--- config.mk ---
export PLATFORM = sky130hd
export DESIGN_NAME = isoc_credit_scheduler
export DESIGN_NICKNAME = d
export VERILOG_FILES = /design/src/hdl/isoc_pkg.sv /design/src/hdl/isoc_ram.sv /design/src/hdl/isoc_ctrl.sv /design/src/hdl/isoc_dp.sv /design/src/hdl/isoc_credit_scheduler.sv
export VERILOG_INCLUDE_DIRS = /design/src /design/src/hdl
export SDC_FILE = /design/constraint.sdc
export NUM_CORES = 1
export LEC_CHECK = 0
export BUFFER_PORTS_ARGS = -buffer_cell sky130_fd_sc_hd__buf_2
export CAP_MARGIN = 30
export CELL_PAD_IN_SITES_DETAIL_PLACEMENT = 1
export CELL_PAD_IN_SITES_GLOBAL_PLACEMENT = 2
export CORE_MARGIN = 1.5
export CORE_UTILIZATION = 42
export DETAILED_ROUTE_END_ITERATION = 12
export MAX_ROUTING_LAYER = met4
export PLACE_DENSITY_LB_ADDON = 0.15
export SLEW_MARGIN = 10
export SYNTH_ARGS = -nofsm -noshare
export SYNTH_HDL_FRONTEND = slang
export SYNTH_SLANG_ARGS = --single-unit
--- constraint.sdc ---
create_clock -name clk -period 6 [get_ports clk]
set_clock_uncertainty 0.05 [all_clocks]
set_input_delay 1.2 -clock clk [delete_from_list [all_inputs] [get_ports clk]]
set_output_delay 1.2 -clock clk [all_outputs]
set_load 0.01 [all_outputs]
--- src/hdl/isoc_credit_scheduler_macros.svh ---
// Assertion macros for the isochronous credit scheduler.
`ifndef ISOC_CREDIT_SCHEDULER_MACROS_SVH
`define ISOC_CREDIT_SCHEDULER_MACROS_SVH
`ifndef ASSERT_OFF
`define ISOC_ASSERT(lbl, clk, rst_n, prop, msg) \
    lbl: assert property (@(posedge clk) disable iff (!rst_n) prop) else $error(msg);
`define ISOC_ASSERT_ALWAYS(lbl, clk, prop, msg) \
    lbl: assert property (@(posedge clk) prop) else $error(msg);
`else
`define ISOC_ASSERT(lbl, clk, rst_n, prop, msg)
`define ISOC_ASSERT_ALWAYS(lbl, clk, prop, msg)
`endif
`endif

--- src/hdl/isoc_pkg.sv ---
// Types and constants shared by the isochronous credit scheduler modules.
package isoc_pkg;

    localparam int PKT_W     = 8;
    localparam int ELAPSED_W = 16;
    localparam int CREDIT_W  = 20;
    localparam int UNITS_W   = 16;
    localparam int FRAME_W   = 16;
    localparam int CFG_W     = 16;
    localparam int CFG_IDX_W = 2;
    localparam int MODE_W    = 2;
    localparam int KIND_W    = 2;

    localparam logic [CREDIT_W-1:0] CREDIT_MAX  = 20'hFFFFF;
    localparam logic [UNITS_W-1:0]  UNITS_MAX   = 16'hFFFF;
    localparam logic [CFG_W-1:0]    CEILING_RST = 16'd16;
    localparam logic [CFG_W-1:0]    THRESH_RST  = 16'd8;

    typedef enum logic [MODE_W-1:0] {
        MODE_TICK    = 2'd0,
        MODE_ENQUEUE = 2'd1,
        MODE_UNITS   = 2'd2
    } mode_t;

    typedef enum logic [KIND_W-1:0] {
        KIND_RELEASE   = 2'd0,
        KIND_TICK_DONE = 2'd1,
        KIND_ACCEPT    = 2'd2,
        KIND_REJECT    = 2'd3
    } kind_t;

    typedef enum logic [CFG_IDX_W-1:0] {
        CFG_DIRECTION_IN    = 2'd0,
        CFG_CREDIT_CEILING  = 2'd1,
        CFG_BUFFER_THRESH   = 2'd2
    } cfg_idx_t;

    typedef enum logic [2:0] {
        ST_IDLE,
        ST_DISPATCH,
        ST_READ,
        ST_CHECK,
        ST_DONE
    } state_t;

    typedef struct packed {
        logic load_item;
        logic exec_item;
        logic tick;
        logic read_head;
        logic release_head;
        logic done;
    } cmd_t;

    typedef struct packed {
        logic [MODE_W-1:0] mode;
        logic              hold_buffering;
        logic              loop_ok;
        logic              release_ok;
        logic              out_free;
    } status_t;

endpackage

--- src/hdl/isoc_ram.sv ---
// Generic single-write, single-read RAM with registered read data.
module isoc_ram #(
    parameter int WIDTH = 8,
    parameter int DEPTH = 16
) (
    input  logic                     clk,
    input  logic                     we,
    input  logic [$clog2(DEPTH)-1:0] waddr,
    input  logic [WIDTH-1:0]         wdata,
    input  logic                     re,
    input  logic [$clog2(DEPTH)-1:0] raddr,
    output logic [WIDTH-1:0]         rdata
);

    logic [WIDTH-1:0] mem [DEPTH];
    logic [WIDTH-1:0] rdata_reg;

    always_ff @(posedge clk)
    begin
        if (we)
        begin
            mem[waddr] <= wdata;
        end
        if (re)
        begin
            rdata_reg <= mem[raddr];
        end
    end

    assign rdata = rdata_reg;

endmodule

--- src/hdl/isoc_ctrl.sv ---
// Sequencer for the isochronous credit scheduler: steps each item through the datapath.
`include "isoc_credit_scheduler_macros.svh"
module isoc_ctrl (
    input  logic             clk,
    input  logic             rst_n,
    input  logic             in_valid,
    output logic             in_stall,
    input  isoc_pkg::status_t status,
    output isoc_pkg::cmd_t    cmd
);

    isoc_pkg::state_t state_reg;
    isoc_pkg::state_t state_next;

    always_ff @(posedge clk or negedge rst_n)
    begin
        if (!rst_n)
        begin
            state_reg <= isoc_pkg::ST_IDLE;
        end
        else
        begin
            state_reg <= state_next;
        end
    end

    always_comb
    begin
        cmd        = '0;
        state_next = state_reg;
        in_stall   = 1'b1;
        unique case (state_reg)
            isoc_pkg::ST_IDLE:
            begin
                in_stall = 1'b0;
                if (in_valid)
                begin
                    cmd.load_item = 1'b1;
                    state_next    = isoc_pkg::ST_DISPATCH;
                end
            end
            isoc_pkg::ST_DISPATCH:
            begin
                unique case (isoc_pkg::mode_t'(status.mode))
                    isoc_pkg::MODE_TICK:
                    begin
                        cmd.tick   = 1'b1;
                        state_next = status.hold_buffering ? isoc_pkg::ST_DONE
                                                           : isoc_pkg::ST_READ;
                    end
                    isoc_pkg::MODE_ENQUEUE, isoc_pkg::MODE_UNITS:
                    begin
                        if (status.out_free)
                        begin
                            cmd.exec_item = 1'b1;
                            state_next    = isoc_pkg::ST_IDLE;
                        end
                    end
                    default:
                    begin
                        state_next = isoc_pkg::ST_IDLE;
                    end
                endcase
            end
            isoc_pkg::ST_READ:
            begin
                if (status.loop_ok)
                begin
                    cmd.read_head = 1'b1;
                    state_next    = isoc_pkg::ST_CHECK;
                end
                else
                begin
                    state_next = isoc_pkg::ST_DONE;
                end
            end
            isoc_pkg::ST_CHECK:
            begin
                if (!status.release_ok)
                begin
                    state_next = isoc_pkg::ST_DONE;
                end
                else if (status.out_free)
                begin
                    cmd.release_head = 1'b1;
                    state_next       = isoc_pkg::ST_READ;
                end
            end
            isoc_pkg::ST_DONE:
            begin
                if (status.out_free)
                begin
                    cmd.done   = 1'b1;
                    state_next = isoc_pkg::ST_IDLE;
                end
            end
            default:
            begin
                state_next = isoc_pkg::ST_IDLE;
            end
        endcase
    end

    `ISOC_ASSERT(a_check_after_read, clk, rst_n, (state_reg == isoc_pkg::ST_CHECK) |-> ($past(state_reg) == isoc_pkg::ST_READ || $past(state_reg) == isoc_pkg::ST_CHECK), "head check without a preceding read")
    `ISOC_ASSERT(a_load_only_idle, clk, rst_n, cmd.load_item |=> (state_reg == isoc_pkg::ST_DISPATCH), "item load did not start dispatch")

endmodule

--- src/hdl/isoc_dp.sv ---
// Datapath of the isochronous credit scheduler: queue, credit, units, frame and result register.
`include "isoc_credit_scheduler_macros.svh"
module isoc_dp #(
    parameter int QUEUE_DEPTH = 16
) (
    input  logic                                clk,
    input  logic                                rst_n,
    input  logic [isoc_pkg::MODE_W-1:0]         mode,
    input  logic [isoc_pkg::ELAPSED_W-1:0]      elapsed_ms,
    input  logic [isoc_pkg::PKT_W-1:0]          packets,
    input  logic                                cfg_we,
    input  logic [isoc_pkg::CFG_IDX_W-1:0]      cfg_index,
    input  logic [isoc_pkg::CFG_W-1:0]          cfg_wdata,
    input  isoc_pkg::cmd_t                      cmd,
    output isoc_pkg::status_t                   status,
    input  logic                                out_stall,
    output logic                                out_valid,
    output logic [isoc_pkg::KIND_W-1:0]         kind,
    output logic [isoc_pkg::PKT_W-1:0]          released_packets,
    output logic [isoc_pkg::FRAME_W-1:0]        frame_stamp,
    output logic [isoc_pkg::CREDIT_W-1:0]       credit_left,
    output logic                                queue_nonempty,
    output logic                                last
);

    localparam int IDX_W = $clog2(QUEUE_DEPTH);
    localparam int CNT_W = $clog2(QUEUE_DEPTH + 1);
    localparam int SUM_W = CNT_W + 1;
    localparam int CW    = isoc_pkg::CREDIT_W;
    localparam int UW    = isoc_pkg::UNITS_W;
    localparam int FW    = isoc_pkg::FRAME_W;
    localparam int PW    = isoc_pkg::PKT_W;

    // configuration
    logic                       dir_in_reg, dir_in_next;
    logic [isoc_pkg::CFG_W-1:0] ceiling_reg, ceiling_next;
    logic [isoc_pkg::CFG_W-1:0] thresh_reg, thresh_next;

    // latched item
    logic [isoc_pkg::MODE_W-1:0]    mode_reg;
    logic [isoc_pkg::ELAPSED_W-1:0] elapsed_reg;
    logic [PW-1:0]                  pkt_reg;

    // scheduler state
    logic [IDX_W-1:0] head_reg, head_next;
    logic [CNT_W-1:0] count_reg, count_next;
    logic [CW-1:0]    credit_reg, credit_next;
    logic [UW-1:0]    units_reg, units_next;
    logic             buffering_reg, buffering_next;
    logic [FW-1:0]    frame_reg, frame_next;

    // result register
    logic                        out_valid_reg, out_valid_next;
    logic [isoc_pkg::KIND_W-1:0] kind_reg, kind_next;
    logic [PW-1:0]               rel_reg, rel_next;
    logic [FW-1:0]               sf_reg, sf_next;
    logic [CW-1:0]               credit_out_reg, credit_out_next;
    logic                        nonempty_reg, nonempty_next;
    logic                        last_reg, last_next;

    logic             emit;
    logic             full;
    logic [SUM_W-1:0] tail_sum;
    logic [IDX_W-1:0] tail_idx;
    logic [IDX_W-1:0] head_inc;
    logic             ram_we;
    logic [PW-1:0]    head_pkt;
    logic [UW:0]      units_sum;
    logic [CW:0]      credit_sum;
    logic [CW-1:0]    out_tick_credit;
    logic [CW-1:0]    in_tick_credit;
    logic [CW-1:0]    pkt_ext;
    logic [UW-1:0]    pkt_ext_u;
    logic [CW:0]      credit_plus1;
    logic             out_free;

    assign full     = (count_reg == CNT_W'(QUEUE_DEPTH));
    assign tail_sum = SUM_W'(head_reg) + SUM_W'(count_reg);
    assign tail_idx = (tail_sum >= SUM_W'(QUEUE_DEPTH))
                      ? IDX_W'(tail_sum - SUM_W'(QUEUE_DEPTH)) : IDX_W'(tail_sum);
    assign head_inc = (head_reg == IDX_W'(QUEUE_DEPTH - 1)) ? '0 : head_reg + 1'b1;
    assign ram_we   = cmd.exec_item && (mode_reg == isoc_pkg::MODE_ENQUEUE) && !full;

    isoc_ram #(
        .WIDTH (PW),
        .DEPTH (QUEUE_DEPTH)
    ) u_queue (
        .clk   (clk),
        .we    (ram_we),
        .waddr (tail_idx),
        .wdata (pkt_reg),
        .re    (cmd.read_head),
        .raddr (head_reg),
        .rdata (head_pkt)
    );

    assign units_sum       = (UW+1)'(units_reg) + (UW+1)'(pkt_reg);
    assign credit_sum      = (CW+1)'(credit_reg) + (CW+1)'(elapsed_reg);
    assign out_tick_credit = (credit_sum > (CW+1)'(ceiling_reg))
                             ? CW'(ceiling_reg) : CW'(credit_sum);
    assign in_tick_credit  = credit_sum[CW] ? isoc_pkg::CREDIT_MAX : CW'(credit_sum);
    assign pkt_ext         = CW'(head_pkt);
    assign pkt_ext_u       = UW'(head_pkt);
    assign credit_plus1    = (CW+1)'(credit_reg) + 1'b1;
    assign out_free        = !out_valid_reg || !out_stall;

    always_comb
    begin
        status.mode           = mode_reg;
        status.hold_buffering = dir_in_reg && buffering_reg;
        status.loop_ok        = (count_reg != '0) && (dir_in_reg || (credit_reg != '0));
        status.out_free       = out_free;
        if (dir_in_reg)
        begin
            status.release_ok = (credit_reg >= pkt_ext) && (units_reg >= pkt_ext_u);
        end
        else
        begin
            status.release_ok = (credit_plus1 >= (CW+1)'(head_pkt));
        end
    end

    always_comb
    begin
        dir_in_next    = dir_in_reg;
        ceiling_next   = ceiling_reg;
        thresh_next    = thresh_reg;
        head_next      = head_reg;
        count_next     = count_reg;
        credit_next    = credit_reg;
        units_next     = units_reg;
        buffering_next = buffering_reg;
        frame_next     = frame_reg;
        emit           = 1'b0;
        kind_next      = kind_reg;
        rel_next       = '0;
        sf_next        = '0;
        last_next      = 1'b0;

        if (cfg_we)
        begin
            unique case (isoc_pkg::cfg_idx_t'(cfg_index))
                isoc_pkg::CFG_DIRECTION_IN:   dir_in_next  = cfg_wdata[0];
                isoc_pkg::CFG_CREDIT_CEILING: ceiling_next = cfg_wdata;
                isoc_pkg::CFG_BUFFER_THRESH:  thresh_next  = cfg_wdata;
                default:                      dir_in_next  = dir_in_reg;
            endcase
        end

        if (cmd.exec_item)
        begin
            emit      = 1'b1;
            last_next = 1'b1;
            if (mode_reg == isoc_pkg::MODE_ENQUEUE)
            begin
                if (full)
                begin
                    kind_next = isoc_pkg::KIND_REJECT;
                end
                else
                begin
                    count_next = count_reg + 1'b1;
                    kind_next  = isoc_pkg::KIND_ACCEPT;
                end
            end
            else if (units_sum[UW])
            begin
                units_next = isoc_pkg::UNITS_MAX;
                kind_next  = isoc_pkg::KIND_REJECT;
            end
            else
            begin
                units_next = UW'(units_sum);
                kind_next  = isoc_pkg::KIND_ACCEPT;
            end
        end

        if (cmd.tick)
        begin
            if (!dir_in_reg)
            begin
                credit_next = out_tick_credit;
            end
            else if (buffering_reg)
            begin
                if (units_reg >= thresh_reg)
                begin
                    buffering_next = 1'b0;
                    credit_next    = '0;
                    frame_next     = '0;
                end
            end
            else
            begin
                credit_next = in_tick_credit;
            end
        end

        if (cmd.release_head)
        begin
            emit       = 1'b1;
            kind_next  = isoc_pkg::KIND_RELEASE;
            rel_next   = head_pkt;
            head_next  = head_inc;
            count_next = count_reg - 1'b1;
            if (dir_in_reg)
            begin
                credit_next = credit_reg - pkt_ext;
                units_next  = units_reg - pkt_ext_u;
                frame_next  = frame_reg + FW'(head_pkt);
                sf_next     = frame_reg;
            end
            else
            begin
                credit_next = (credit_reg > pkt_ext) ? credit_reg - pkt_ext : '0;
            end
        end

        if (cmd.done)
        begin
            emit      = 1'b1;
            kind_next = isoc_pkg::KIND_TICK_DONE;
            last_next = 1'b1;
        end

        credit_out_next = credit_next;
        nonempty_next   = (count_next != '0);
        out_valid_next  = emit || (out_valid_reg && out_stall);
    end

    always_ff @(posedge clk or negedge rst_n)
    begin
        if (!rst_n)
        begin
            dir_in_reg    <= 1'b0;
            ceiling_reg   <= isoc_pkg::CEILING_RST;
            thresh_reg    <= isoc_pkg::THRESH_RST;
            head_reg      <= '0;
            count_reg     <= '0;
            credit_reg    <= '0;
            units_reg     <= '0;
            buffering_reg <= 1'b1;
            frame_reg     <= '0;
            out_valid_reg <= 1'b0;
        end
        else
        begin
            dir_in_reg    <= dir_in_next;
            ceiling_reg   <= ceiling_next;
            thresh_reg    <= thresh_next;
            head_reg      <= head_next;
            count_reg     <= count_next;
            credit_reg    <= credit_next;
            units_reg     <= units_next;
            buffering_reg <= buffering_next;
            frame_reg     <= frame_next;
            out_valid_reg <= out_valid_next;
        end
    end

    always_ff @(posedge clk)
    begin
        if (cmd.load_item)
        begin
            mode_reg    <= mode;
            elapsed_reg <= elapsed_ms;
            pkt_reg     <= packets;
        end
        if (emit)
        begin
            kind_reg       <= kind_next;
            rel_reg        <= rel_next;
            sf_reg         <= sf_next;
            credit_out_reg <= credit_out_next;
            nonempty_reg   <= nonempty_next;
            last_reg       <= last_next;
        end
    end

    assign out_valid        = out_valid_reg;
    assign kind             = kind_reg;
    assign released_packets = rel_reg;
    assign frame_stamp      = sf_reg;
    assign credit_left      = credit_out_reg;
    assign queue_nonempty   = nonempty_reg;
    assign last             = last_reg;

    `ISOC_ASSERT_ALWAYS(a_count_bound, clk, !rst_n || (count_reg <= CNT_W'(QUEUE_DEPTH)), "count beyond depth")
    `ISOC_ASSERT(a_emit_when_free, clk, rst_n, emit |-> out_free, "result written over a waiting result")
    `ISOC_ASSERT(a_release_pops, clk, rst_n, cmd.release_head |=> (count_reg == $past(count_reg) - 1'b1), "no pop")

endmodule

--- src/hdl/isoc_credit_scheduler.sv ---
// Top level of the isochronous credit scheduler.
// Input channel (in_valid/in_stall) carries one item: mode, elapsed_ms, packets.
// Mode tick adds credit and releases head transfers outside the IN buffering phase;
// enqueue pushes a transfer; units adds buffered units. Output channel (out_valid/out_stall)
// carries the results: one per enqueue or units item, and for a tick one result per
// released transfer followed by a tick-done result; last marks the final one.
// Configuration registers are written through cfg_we/cfg_index/cfg_wdata; the user must
// write them only while the block is idle, which the block itself does not enforce.
// Items are handled one at a time. An enqueue or units item moves from idle to dispatch,
// loads its result there once the output register is free and returns to idle, where
// the next item is taken. A tick passes through dispatch, then read and check for each
// release and a final read, and loads its tick-done result in the done state; a failed
// head check also goes to done, and in the IN buffering phase dispatch goes straight to done.
// Each release reads the queue memory and then checks the head, so the read port sets the pace.
// The output register frees the engine as soon as a result is loaded; while
// the receiver stalls, a further result waits and in_stall stays high.
// Reset empties the queue, clears credit, units and frame, enters the IN
// buffering phase and loads the register defaults; no clearing pass is needed.
module isoc_credit_scheduler #(
    parameter int QUEUE_DEPTH = 16
) (
    input  logic                               clk,
    input  logic                               rst_n,
    input  logic                               in_valid,
    output logic                               in_stall,
    input  logic [isoc_pkg::MODE_W-1:0]        mode,
    input  logic [isoc_pkg::ELAPSED_W-1:0]     elapsed_ms,
    input  logic [isoc_pkg::PKT_W-1:0]         packets,
    output logic                               out_valid,
    input  logic                               out_stall,
    output logic [isoc_pkg::KIND_W-1:0]        kind,
    output logic [isoc_pkg::PKT_W-1:0]         released_packets,
    output logic [isoc_pkg::FRAME_W-1:0]       frame_stamp,
    output logic [isoc_pkg::CREDIT_W-1:0]      credit_left,
    output logic                               queue_nonempty,
    output logic                               last,
    input  logic                               cfg_we,
    input  logic [isoc_pkg::CFG_IDX_W-1:0]     cfg_index,
    input  logic [isoc_pkg::CFG_W-1:0]         cfg_wdata
);

    isoc_pkg::cmd_t    cmd;
    isoc_pkg::status_t status;

    isoc_ctrl u_ctrl (
        .clk      (clk),
        .rst_n    (rst_n),
        .in_valid (in_valid),
        .in_stall (in_stall),
        .status   (status),
        .cmd      (cmd)
    );

    isoc_dp #(
        .QUEUE_DEPTH (QUEUE_DEPTH)
    ) u_dp (
        .clk              (clk),
        .rst_n            (rst_n),
        .mode             (mode),
        .elapsed_ms       (elapsed_ms),
        .packets          (packets),
        .cfg_we           (cfg_we),
        .cfg_index        (cfg_index),
        .cfg_wdata        (cfg_wdata),
        .cmd              (cmd),
        .status           (status),
        .out_stall        (out_stall),
        .out_valid        (out_valid),
        .kind             (kind),
        .released_packets (released_packets),
        .frame_stamp      (frame_stamp),
        .credit_left      (credit_left),
        .queue_nonempty   (queue_nonempty),
        .last             (last)
    );

endmodule
Word-level counts from Yosys, hierarchy flattened. Memory sizes are Yosys's and may differ from the RTL's. A register that Yosys moved wholly into a read port is not among the register bits. Cells that the tools add are included.

Multiplexer cells: 59. Reductions and logical operators: 28. Order comparisons: 7. Add/subtract/negate cells: 11. Eq/ne operators: 12.

Operators by type and width (count): $mux W20 (9); $mux W16 (11); $mux W1 (22); $add A20 B1 Y21 const B (1); $add A20 B16 Y21 (1); $ge A21 B8 Y1 (1); $gt A21 B16 Y1 (1); $ge A20 B8 Y1 (1); $gt A20 B8 Y1 (1); $mux W5 (4); $reduce_bool A20 Y1 (1); $sub A20 B8 Y20 (1); $mux W3 (6); $add A16 B8 Y17 (1); $add A16 B8 Y16 (1); $ge A16 B16 Y1 (1); $ge A16 B8 Y1 (1); $sub A16 B8 Y16 (1); $pmux W3 S5 (1); $reduce_and A2 Y1 (7); $reduce_bool A5 Y1 (2); $mux W4 (2); $add A4 B5 Y6 (1); $eq A3 B2 Y1 const B (2); other kinds (22) (37).

Logic and storage cells: 139. Bits of input ports: 49. Memories: 1. Flip-flop bits (word level): 173. Memory bits (writable): 128. Output and inout port bits: 50.

Memory list: u_dp.u_queue.mem (words 16, bits a word 8, read ports 1, clocked after Yosys merged registers in 1, write ports 1, line isoc_ram.sv:15) `logic [WIDTH-1:0] mem [DEPTH];`.

Depth between registers and ports, before layout. Gate-level depths: netlist (run 1).

Depth after elaboration: 9. Depth in mapped cells: 19.

Modules after synthesis. A second synthesis (run 1) with hierarchy kept.

Cell total of the unflattened synthesis: 1375. Area total of the unflattened synthesis: 16503.3 sq um.

Modules (own cells, without submodules): isoc_dp (instances 1, area an instance 10975.5 sq um, sequential area each 4628.2 sq um, cells each 1111); isoc_ram (instances 1, area an instance 5227.5 sq um, sequential area each 4083.9 sq um, cells each 229); isoc_ctrl (instances 1, area an instance 300.3 sq um, sequential area each 75.1 sq um, cells each 35).

Worst setup path after synthesis (run 1). No wires, ideal clock.

Path type: flip-flop to flip-flop. Start: reg u_dp.credit_reg[0]. End: reg u_dp.credit_out_reg[14], in the netlist u_dp.credit_left[14] (data pin). Setup slack: 1420 ps. Cell stages (with the launch flop): 19. Data arrival time: 4265 ps. Clock period less this slack: 4580 ps. Buffers on the path: 0. Cell sequence: dfrtp_1 ha_1 fa_1 a211oi_1 o211ai_1 nand2_1 o21ai_0 a21o_1 a21oi_1 xnor2_1 ha_1 nand4_1 or2_2 a21oi_1 a2111oi_0 or4_1 o221ai_1 mux2_2 a221o_1.

Word-level cells in the longest chain between the ends: 6.

Ends and longest elaborated chain: from (decl) (line isoc_dp.sv:47) `logic [CW-1:0] credit_reg, credit_next;`; from (signal assigned) (line isoc_dp.sv:253) `credit_reg <= credit_next;`; $add A20 B16 Y21 (tied with other cells) (line isoc_dp.sv:98) `assign credit_sum = (CW+1)'(credit_reg) + (CW+1)'(elapsed_reg);`; $gt A21 B16 Y1 (tied with other cells) (line isoc_dp.sv:99) `assign out_tick_credit = (credit_sum > (CW+1)'(ceiling_reg))`; $mux W20 (tied with other cells) (line isoc_dp.sv:100) `? CW'(ceiling_reg) : CW'(credit_sum);`; $mux W20 / $mux W1 (equally long branches) (line isoc_dp.sv:180, isoc_ctrl.sv:79); $mux W20 / $mux W1 (equally long branches) (line isoc_dp.sv:178, isoc_ctrl.sv:32); $mux W20 * (line isoc_dp.sv:199) `if (cmd.release_head)`; net u_dp.credit_next[14] (line isoc_dp.sv:47); to (signal assigned) (line isoc_dp.sv:274) `credit_out_reg <= credit_out_next;`; to (decl) (line isoc_dp.sv:57) `logic [CW-1:0] credit_out_reg, credit_out_next;`.

Mark *: on every way through the listed nets, which the timed path passes. The rest lies on a longest branch. A chain may end at the register's enable or synchronous reset.

Worst setup path in the final report (run 1).
Start: reg u_dp.credit_reg[0]. End: reg u_dp.credit_out_reg[6], in the netlist u_dp.credit_left[6] (data pin).

Same word-level chain as after synthesis.

==> results of run 1 <==
## critical path: cells and delay by family, from the launching register on
family          cells  cell delay [ns]
simple gates        4             0.93
mux                 1             0.36
buf+inv             1             0.29
xor+xnor            1             0.13
fa+ha+maj           3             1.05
flops               1             0.47
compound gates      9             1.94
## Yosys cell counts, drive strengths merged (39+ instances only)
| library cell | number |
|---|---|
| clkbuf | 47 |
| inv | 72 |
| dfrtp | 96 |
| a21oi | 80 |
| o21ai | 108 |
| xnor2 | 39 |
| nand2 | 98 |
| nor2 | 80 |
| ha | 99 |
| mux2i | 40 |
| edfxtp | 210 |
| mux2 | 47 |
## cells by family (layout without fill, tap and decap cells)
group                      after synthesis  after routing  share of synthesized area
AOI/OAI and AO/OA                      370            370                      0.142
buffers and inverters                  134            258                     0.0310
adders and majority gates              105            105                     0.0809
xor gates and xnor gates                53             53                     0.0276
muxes                                  103            103                     0.0768
DFF                                    309            309                      0.523
and+or+nand+nor                        381            381                      0.119
## power by group
part	switching, W	total [W]	internal, W
combinational	0.00296	0.00507	0.00211
clock	0.000898	0.00219	0.00130
sequential	0.000637	0.00350	0.00286
## worst max-delay path by stage
| stage | from | endpoint | slack (ns) | cells after the start |
|---|---|---|---|---|
| finish | u_dp.credit_reg[0] | u_dp.credit_left[6] | 0.50 | 19 |
| global route | u_dp.credit_reg[0] | u_dp.credit_left[6] | 0.16 | 19 |
| CTS | u_dp.credit_reg[0] | u_dp.credit_left[6] | 0.55 | 19 |
| detailed placement | u_dp.credit_reg[0] | u_dp.credit_left[9] | 0.63 | 19 |
| global placement | u_dp.credit_reg[0] | u_dp.credit_left[6] | 0.73 | 19 |
| floorplan | u_dp.credit_reg[0] | u_dp.credit_left[14] | 1.42 | 18 |
## layout make-up
class,instances,area share
tap,525,0.0343
clock buffer,53,0.0542
multi-input combinational,1012,0.394
sequential,309,0.459
clock inverter,13,0.00745
inverter,72,0.0141
timing repair buffer,120,0.0367
## stage by stage
| stage | power (W) | std cells | hold WS (ns) | instance area (sq um) |
|---|---|---|---|---|
| detailed placement | 0.00856 | 2038 | 0.419 | 18000 |
| floorplan | 0.00690 | 1455 | 0.386 | 16800 |
| CTS | 0.0108 | 2104 | 0.428 | 19100 |
| global placement | 0.00843 | 2036 | 0.405 | 17900 |
| global route | 0.0115 | 2104 | 0.460 | 19100 |
| finish | 0.0108 | 2104 | 0.434 | 19100 |
## per-layer routing
metal  up-vias  wire length, um
li1       5698                -
met1      6174            23000
met2       220            22900
met3        66             1730
met4         0             1280
met5         -                0
==> out/metrics.yaml, run 1 <==
path_cells: "ha_1, fa_1, a211oi_1, o211ai_1, nand2_1, o21ai_0, a21o_1, a21oi_1, xnor2_1, ha_1, nand4_1, or2_2, a21oi_1, a2111oi_0, or4_1, o221ai_2, buf_4, mux2_2, a221o_1"
vias_per_cell: 5.78
ant_nets: 0
worstSetupEndpointType: "flop"
tightest_slew_ns: 1.00
post-cts-setup-buffer-count: 0
die_h_um: 203
synthesis.nets: 1609
fin_nets: 1706
setup_viol: 0
min-delay-path-class: "flop to flop"
root_buffer: "clkbuf_16"
startpoint_type: "flop"
insertedDiodeCount: 0
htree_levels: 2
grt_start_max_net_pins: 54
syn_inst: 1455
globalRouteMet3Util: 0.0311
dp_slack_ns: 0.626
slowest_delay_ns: 0.47
firstDrtPassIters: 7
drtIter0Drc: 683
worstPathMaxFanout: 7
wl_per_cell_um: 23.2
layout_common_cells: "210 x edfxtp_1, 107 x o21ai_0, 99 x ha_1"
n_fill_cell: 4258
final.setup.worst_slack_ns: 0.496
area_delta_synth_final_pct: 13.9
clk_latency_ns: 0.56
leakagePower_nw: 7.56
max_freq_mhz: 182
worstReg2RegStart: "u_dp.credit_reg[0]"
yosysSeqAreaShare: 0.523
period_share: 0.917
worstPathRequired_ns: 6.22
cts_made_buffers: 37
drc: 0
synth.distinct_cells: 81
cp_data_arrival_time_ns: 5.73
ff2ff_path_depth: 19
antenna_found_initial: 0
numPortBuffers: 98
outcome: "completed"
clkSinkCount: 309
synth.avg_cell_area_sq_um: 11.6
multiInputGateArea_sq_um: 7550
critPathSlowestCell: "dfrtp_1"
grt_pass1_wl_um: 75100
rrSetupSlack_ns: 0.50
r2r_end: "u_dp.credit_left[6]"
ys_async_sr_fraction: 0.320
final-hold-violation-count: 0
regArea_sq_um: 8790
cts_tree: "done"
vdd_ir_drop_max_mv: 0.354
grt_pass1_vias: 12600
core_area_sq_um: 39600
initial_utilization: 0.424
synth_edf_count: 210
synth_area_leaders: "edfxtp_1 38%, dfrtp_1 14%, ha_1 7.4%, o21ai_0 3.2%, mux2_2 3.1%"
finalMaxSlewViolations: 0
holdPathStages: 1
synth_top_cell_by_area: "edfxtp_1"
dp_hpwl_um: 35600
wl_um: 48900
worst_hold_path.endpoint: "u_dp.frame_reg[15]"
mostFrequentLayoutCell: "edfxtp_1"
power_density_nw_per_um2: 562
grt_use_met1: 0.333
gp_congestion: 0.900
synth.top_cell.area_share: 0.375
cts_hold_buf: 0
largest_register_ffs: 128
rows: 73
grt_use_met2: 0.386
num_io_pins: 99
overflow: 0
clockBufferDepth: 3
drv_cap: 0
layout-drive-gt1-share: 0.172
synth_area_sq_um: 16800
path_clk_slew_ns: 0.05
gr-max-usage-layer: "met2"
rsz0062_at_grt: "no"
final_util: 0.483
cts_resized: 0
vias: 12200
crit_type: "flop to flop"
grt_usage: 0.246
dieArea_sq_um: 41200
yosysWarnings: 0
min_from: "u_dp.frame_reg[15]"
fin_setup_tns_ns: 0
die_w_um: 203
ys_ff_latch: 309
synth_ff_type: "edfxtp_1"
slew_headroom: 0.330
finalCriticalPeriod_ns: 5.50
Power figures use the tool's default switching activity.
==> inputs of run 2 (changes only) <==
--- a/config.mk
+++ b/config.mk
@@ -10,8 +10,9 @@
 export CAP_MARGIN = 30
 export CELL_PAD_IN_SITES_DETAIL_PLACEMENT = 1
 export CELL_PAD_IN_SITES_GLOBAL_PLACEMENT = 2
+export CORE_ASPECT_RATIO = 0.8
 export CORE_MARGIN = 1.5
-export CORE_UTILIZATION = 42
+export CORE_UTILIZATION = 35
 export DETAILED_ROUTE_END_ITERATION = 12
 export MAX_ROUTING_LAYER = met4
 export PLACE_DENSITY_LB_ADDON = 0.15
==> out/metrics.yaml, run 2 (synthesis gave the netlist of run 1 again) <==
outcome: "finished with violations"
violations: "design-rule violations"
grt_pass1_vias: 12300  # -2.5%
die_h_um: 199  # -2.0%
dieArea_sq_um: 49300  # +20%
max_freq_mhz: 189  # +3.9%
path_clk_slew_ns: 0.06  # about the same
vias_per_cell: 5.55  # -4.0%
grt_start_max_net_pins: 59  # +9.3%
finalMaxSlewViolations: 0  # unchanged
mostFrequentLayoutCell: "edfxtp_1"
rsz0062_at_grt: "no"
largest_register_ffs: 128  # unchanged
layout-drive-gt1-share: 0.177  # +0.00584
startpoint_type: "flop"
critPathCapture: "u_dp.credit_left[14]"
worstReg2RegStart: "u_dp.credit_reg[0]"
num_io_pins: 99  # unchanged
ant_nets: 0  # unchanged
wl_um: 52300  # +7.0%
tightest_slew_ns: 1.05  # +0.0440 ns
vdd_ir_drop_max_mv: 0.234  # -34%
numPortBuffers: 98  # unchanged
drc: 6  # +6
cp_data_arrival_time_ns: 5.55  # -0.18 ns
rows: 71  # -2.7%
ff2ff_path_depth: 19  # unchanged
power_density_nw_per_um2: 569  # +1.2%
final-hold-violation-count: 0  # unchanged
slew_headroom: 0.299  # -0.0305
cts_hold_buf: 0  # unchanged
crit_start: "u_dp.credit_reg[0]"
finalCriticalPeriod_ns: 5.30  # -0.206 ns
fin_setup_tns_ns: 0  # unchanged
fin_nets: 1715  # +0.53%
wl_per_cell_um: 23.7  # +1.9%
period_share: 0.883  # -0.0343
die_w_um: 248  # +22%
clkSinkCount: 309  # unchanged
rrSetupSlack_ns: 0.70  # +0.21 ns
post-cts-setup-buffer-count: 0  # unchanged
gp_congestion: 0.887  # -1.5%
n_fill_cell: 5059  # +19%
crit_type: "flop to flop"
root_buffer: "clkbuf_16"
clk_latency_ns: 0.56  # about the same
htree_levels: 2  # unchanged
cts_made_buffers: 36  # -2.7%
drtIter0Drc: 1011  # +48%
antenna_found_initial: 2  # +2
worstPathRequired_ns: 6.25  # +0.03 ns
vias: 12300  # +0.81%
leakagePower_nw: 7.63  # +1.0%
firstDrtPassIters: 11  # +4
final_util: 0.412  # -0.0711
drv_cap: 0  # unchanged
worstSetupEndpointType: "flop"
clockBufferDepth: 3  # unchanged
grt_usage: 0.221  # -0.0255
cts_resized: 0  # unchanged
overflow: 0  # unchanged
setup_viol: 0  # unchanged
insertedDiodeCount: 0  # unchanged
grt_pass1_wl_um: 78400  # +4.4%
area_delta_synth_final_pct: 15.6
worstPathMaxFanout: 12  # +5
dp_hpwl_um: 37500  # +5.6%
core_area_sq_um: 47200  # +19%
min-delay-path-class: "flop to flop"
cts_tree: "done"
layout_common_cells: "210 x edfxtp_1, 107 x o21ai_0, 99 x ha_1"
initial_utilization: 0.356  # -0.0677
r2r_end: "u_dp.credit_left[14]"
[run 2: power by group]
group	total [W]	switching, W	internal (W)	leakage (nW)
registers	0.00350	0.000642	0.00286	3.13
logic	0.00526	0.00309	0.00218	3.92
clock network	0.00229	0.000954	0.00134	0.586
total	0.0111	0.00468	0.00638	7.63
[run 2: cell type report]
class | instances | area, sq um | area share
Timing Repair Buffer | 130 | 822 | 0.0423
Clock buffer | 50 | 985 | 0.0507
Tap cell | 620 | 776 | 0.0399
Clock inverter | 16 | 239 | 0.0123
Sequential cell | 309 | 8790 | 0.452
Multi-Input combinational cell | 1012 | 7550 | 0.389
Inverter | 72 | 270 | 0.0139
[run 2: worst min path at each step]
stage,endpoint,cells past startpoint,from
floorplan,u_dp.frame_reg[15],1,u_dp.frame_reg[15]
global placement,u_dp.frame_reg[15],1,u_dp.frame_reg[15]
detailed placement,u_dp.frame_reg[15],1,u_dp.frame_reg[15]
CTS,u_dp.frame_reg[15],1,u_dp.frame_reg[15]
global route,u_dp.frame_reg[15],1,u_dp.frame_reg[15]
finish,u_dp.frame_reg[15],1,u_dp.frame_reg[15]
[run 2: metrics by stage]
step	cell area (sq um)	total power, W	cells	worst slack (ns)	hold slack [ns]
2_1_floorplan	16800	0.00690	1455	1.42	0.386
3_3_place_gp	18100	0.00861	2136	0.719	0.408
3_5_place_dp	18100	0.00870	2137	0.651	0.419
4_1_cts	19300	0.0111	2203	0.607	0.424
5_1_grt	19400	0.0118	2209	0.345	0.453
6_report	19400	0.0111	2209	0.702	0.428
[run 2: per-layer routing]
layer	up-vias	GRT usage	wire length, um
li1	5707	-	-
met1	6219	0.334	26600
met2	264	0.305	21800
met3	67	0.0348	2920
met4	0	0.0521	1030
met5	-	-	0
[run 2: worst max-delay path, stage by stage (launching register included)]
cell and delay, ns:
dfrtp_1 0.45, ha_1 0.28, fa_1 0.43, a211oi_1 0.32, o211ai_1 0.17, nand2_1 0.15
o21ai_0 0.25, a21o_1 0.25, a21oi_1 0.16, xnor2_1 0.14, ha_1 0.33, nand4_1 0.07
or2_2 0.29, a21oi_1 0.13, a2111oi_0 0.09, or4_1 0.42, o221ai_2 0.11, buf_6 0.23
mux2_2 0.36, a221o_1 0.36
==> inputs of run 3 (changes only) <==
--- a/config.mk
+++ b/config.mk
@@ -6,6 +6,7 @@
 export SDC_FILE = /design/constraint.sdc
 export NUM_CORES = 1
 export LEC_CHECK = 0
+export ABC_AREA = 1
 export BUFFER_PORTS_ARGS = -buffer_cell sky130_fd_sc_hd__buf_2
 export CAP_MARGIN = 30
 export CELL_PAD_IN_SITES_DETAIL_PLACEMENT = 1
==> out/metrics.yaml, run 3 <==
outcome: "completed"
cts_resized: 0  # unchanged
setup_viol: 0  # unchanged
crit_type: "flop to flop"
wl_per_cell_um: 20.8  # -12%
numPortBuffers: 98  # unchanged
ys_async_sr_fraction: 0.320  # unchanged
period_share: 0.768  # -0.115
vias: 14300  # +17%
min-delay-path-class: "flop to flop"
vias_per_cell: 5.11  # -7.9%
synth_area_leaders: "edfxtp_1 36%, dfrtp_1 14%, nand2_1 11%, ha_1 7.0%, inv_1 5.2%"
worstPathRequired_ns: 6.24  # about the same
max_freq_mhz: 217  # +15%
synth.top_cell.area_share: 0.358  # -0.0167
synth_top_cell_by_area: "edfxtp_1"
rows: 73  # +2.8%
slew_headroom: 0.360  # +0.0607
grt_pass1_wl_um: 89000  # +13%
synth_most_common_cell: "nand2_1"
cp_data_arrival_time_ns: 4.85  # -0.70 ns
placed_cells: 2733  # +28%
n_fill_cell: 5858  # +16%
insertedDiodeCount: 0  # unchanged
initial_utilization: 0.354  # -0.00225
power_w: 0.0115  # +3.7%
antenna_found_initial: 0  # -2
yosysWarnings: 0  # unchanged
synth.avg_cell_area_sq_um: 8.80  # -24%
cts_hold_buf: 0  # unchanged
htree_levels: 2  # unchanged
post-cts-setup-buffer-count: 0  # unchanged
area_delta_synth_final_pct: 14.2
syn_inst: 1999  # +37%
clockBufferDepth: 3  # unchanged
num_io_pins: 99  # unchanged
grt_usage: 0.236  # +0.0152
clk_latency_ns: 0.56  # about the same
dieArea_sq_um: 51600  # +4.6%
power_density_nw_per_um2: 571  # +0.26%
synth_common_cells: "497 x nand2_1, 243 x inv_1, 210 x edfxtp_1"
layout-drive-gt1-share: 0.101  # -0.0769
core_area_sq_um: 49700  # +5.3%
drv_cap: 0  # unchanged
grt_start_max_net_pins: 60  # +1.7%
wl_um: 58300  # +12%
path_clk_slew_ns: 0.06  # about the same
finalMaxSlewViolations: 0  # unchanged
root_buffer: "clkbuf_16"
cts_made_buffers: 37  # +2.8%
leakagePower_nw: 8.97  # +18%
firstDrtPassIters: 5  # -6
ff2ff_path_depth: 25  # +6
ant_nets: 0  # unchanged
yosysSeqAreaShare: 0.500  # -0.0233
tightest_slew_ns: 0.957  # -0.0897 ns
synth_area_sq_um: 17600  # +4.7%
overflow: 0  # unchanged
gp_congestion: 0.862  # -2.8%
layout_common_cells: "496 x nand2_1, 243 x inv_1, 210 x edfxtp_1"
synth.distinct_cells: 59  # -27%
holdPathStages: 1  # unchanged
grt_pass1_vias: 14500  # +18%
dp_hpwl_um: 42900  # +14%
worstPathMaxFanout: 16  # +4
drc: 0  # -6
rsz0062_at_grt: "no"
fin_setup_tns_ns: 0  # unchanged
mostFrequentLayoutCell: "nand2_1"
fin_nets: 2253  # +31%
largest_register_ffs: 128  # unchanged
startpoint_type: "flop"
ys_ff_latch: 309  # unchanged
drtIter0Drc: 913  # -9.7%
worstSetupEndpointType: "flop"
cts_tree: "done"
vdd_ir_drop_max_mv: 0.234  # about the same
instances_no_fill: 2803  # +27%
synthesis.nets: 2153  # +34%
final-hold-violation-count: 0  # unchanged
finalCriticalPeriod_ns: 4.61  # -0.691 ns
synth_edf_count: 210  # unchanged
die_h_um: 204  # +2.3%
final_util: 0.404  # -0.00749
clkSinkCount: 309  # unchanged
die_w_um: 254  # +2.3%
synth_ff_type: "edfxtp_1"
==> run 3: worst paths after layout <==
kind | startpoint | to | slack (ns)
setup / recovery | u_dp.credit_reg[8] | u_dp.credit_left[4] | 1.39
hold / removal | u_dp.frame_reg[15] | u_dp.frame_reg[15] | 0.43
setup reg to reg | u_dp.credit_reg[8] | u_dp.credit_left[4] | 1.39
hold reg to reg | u_dp.frame_reg[15] | u_dp.frame_reg[15] | 0.43
max in group asynchronous | rst_n | u_dp.head_reg[0] | 3.97
min in group asynchronous | rst_n | u_dp.frame_reg[8] | 0.69
==> run 3: critical path, cell delays in order (launching register included) <==
cell and delay (ns):
dfrtp_1 0.55, ha_1 0.43, nand2_1 0.11, nor2_1 0.21
nand3b_1 0.18, nand3_1 0.22, nand2_1 0.08, nand2_1 0.08
xor2_1 0.29, inv_1 0.09, ha_1 0.34, nand4_1 0.09
nor3_1 0.21, o21ai_0 0.16, nand2_1 0.10, nand2_1 0.05
nand2_1 0.05, nand2_1 0.05, nand2_1 0.05, nand2_1 0.24
nand3_4 0.33, nand2_1 0.08, nand3_1 0.07, nand2_1 0.06
nand2_1 0.07, nand2_1 0.08
==> run 3: per-stage QoR <==
stage	hold WS, ns	instance area (sq um)	setup slack [ns]
finish	0.430	20100	1.39
global route	0.463	20100	0.898
CTS	0.433	20100	1.47
detailed placement	0.422	18800	1.48
global placement	0.413	18800	1.62
floorplan	0.396	17600	2.07
==> run 3: report_power, final <==
group	internal (W)	switching, W
Combinational	0.00185	0.00377
Sequential	0.00290	0.000566
Clock	0.00142	0.000955
Total	0.00617	0.00529
==> run 3: layout make-up <==
| class | instances | area [sq um] | share of cell area |
|---|---|---|---|
| sequential | 309 | 8790 | 0.437 |
| inverter | 246 | 923 | 0.0460 |
| clock inverter | 17 | 233 | 0.0116 |
| tap | 675 | 845 | 0.0420 |
| clock buffer | 51 | 1030 | 0.0512 |
| multi-input combinational | 1382 | 7560 | 0.376 |
| timing repair buffer | 123 | 712 | 0.0354 |
==> run 3: kinds of logic after synthesis <==
kind of cell    share of synthesized area
buf+inv                            0.0711
flops                               0.500
simple gates                        0.217
mux                               0.00341
compound gates                      0.101
fa+ha+maj                          0.0772
xor+xnor                           0.0304
==> run 3: metal layers <==
| layer | wire length, um | track usage | up-vias |
|---|---|---|---|
| li1 | - | - | 6940 |
| met1 | 31100 | 0.364 | 7113 |
| met2 | 24300 | 0.330 | 232 |
| met3 | 2170 | 0.0276 | 47 |
| met4 | 779 | 0.0470 | 0 |
| met5 | 0 | - | - |
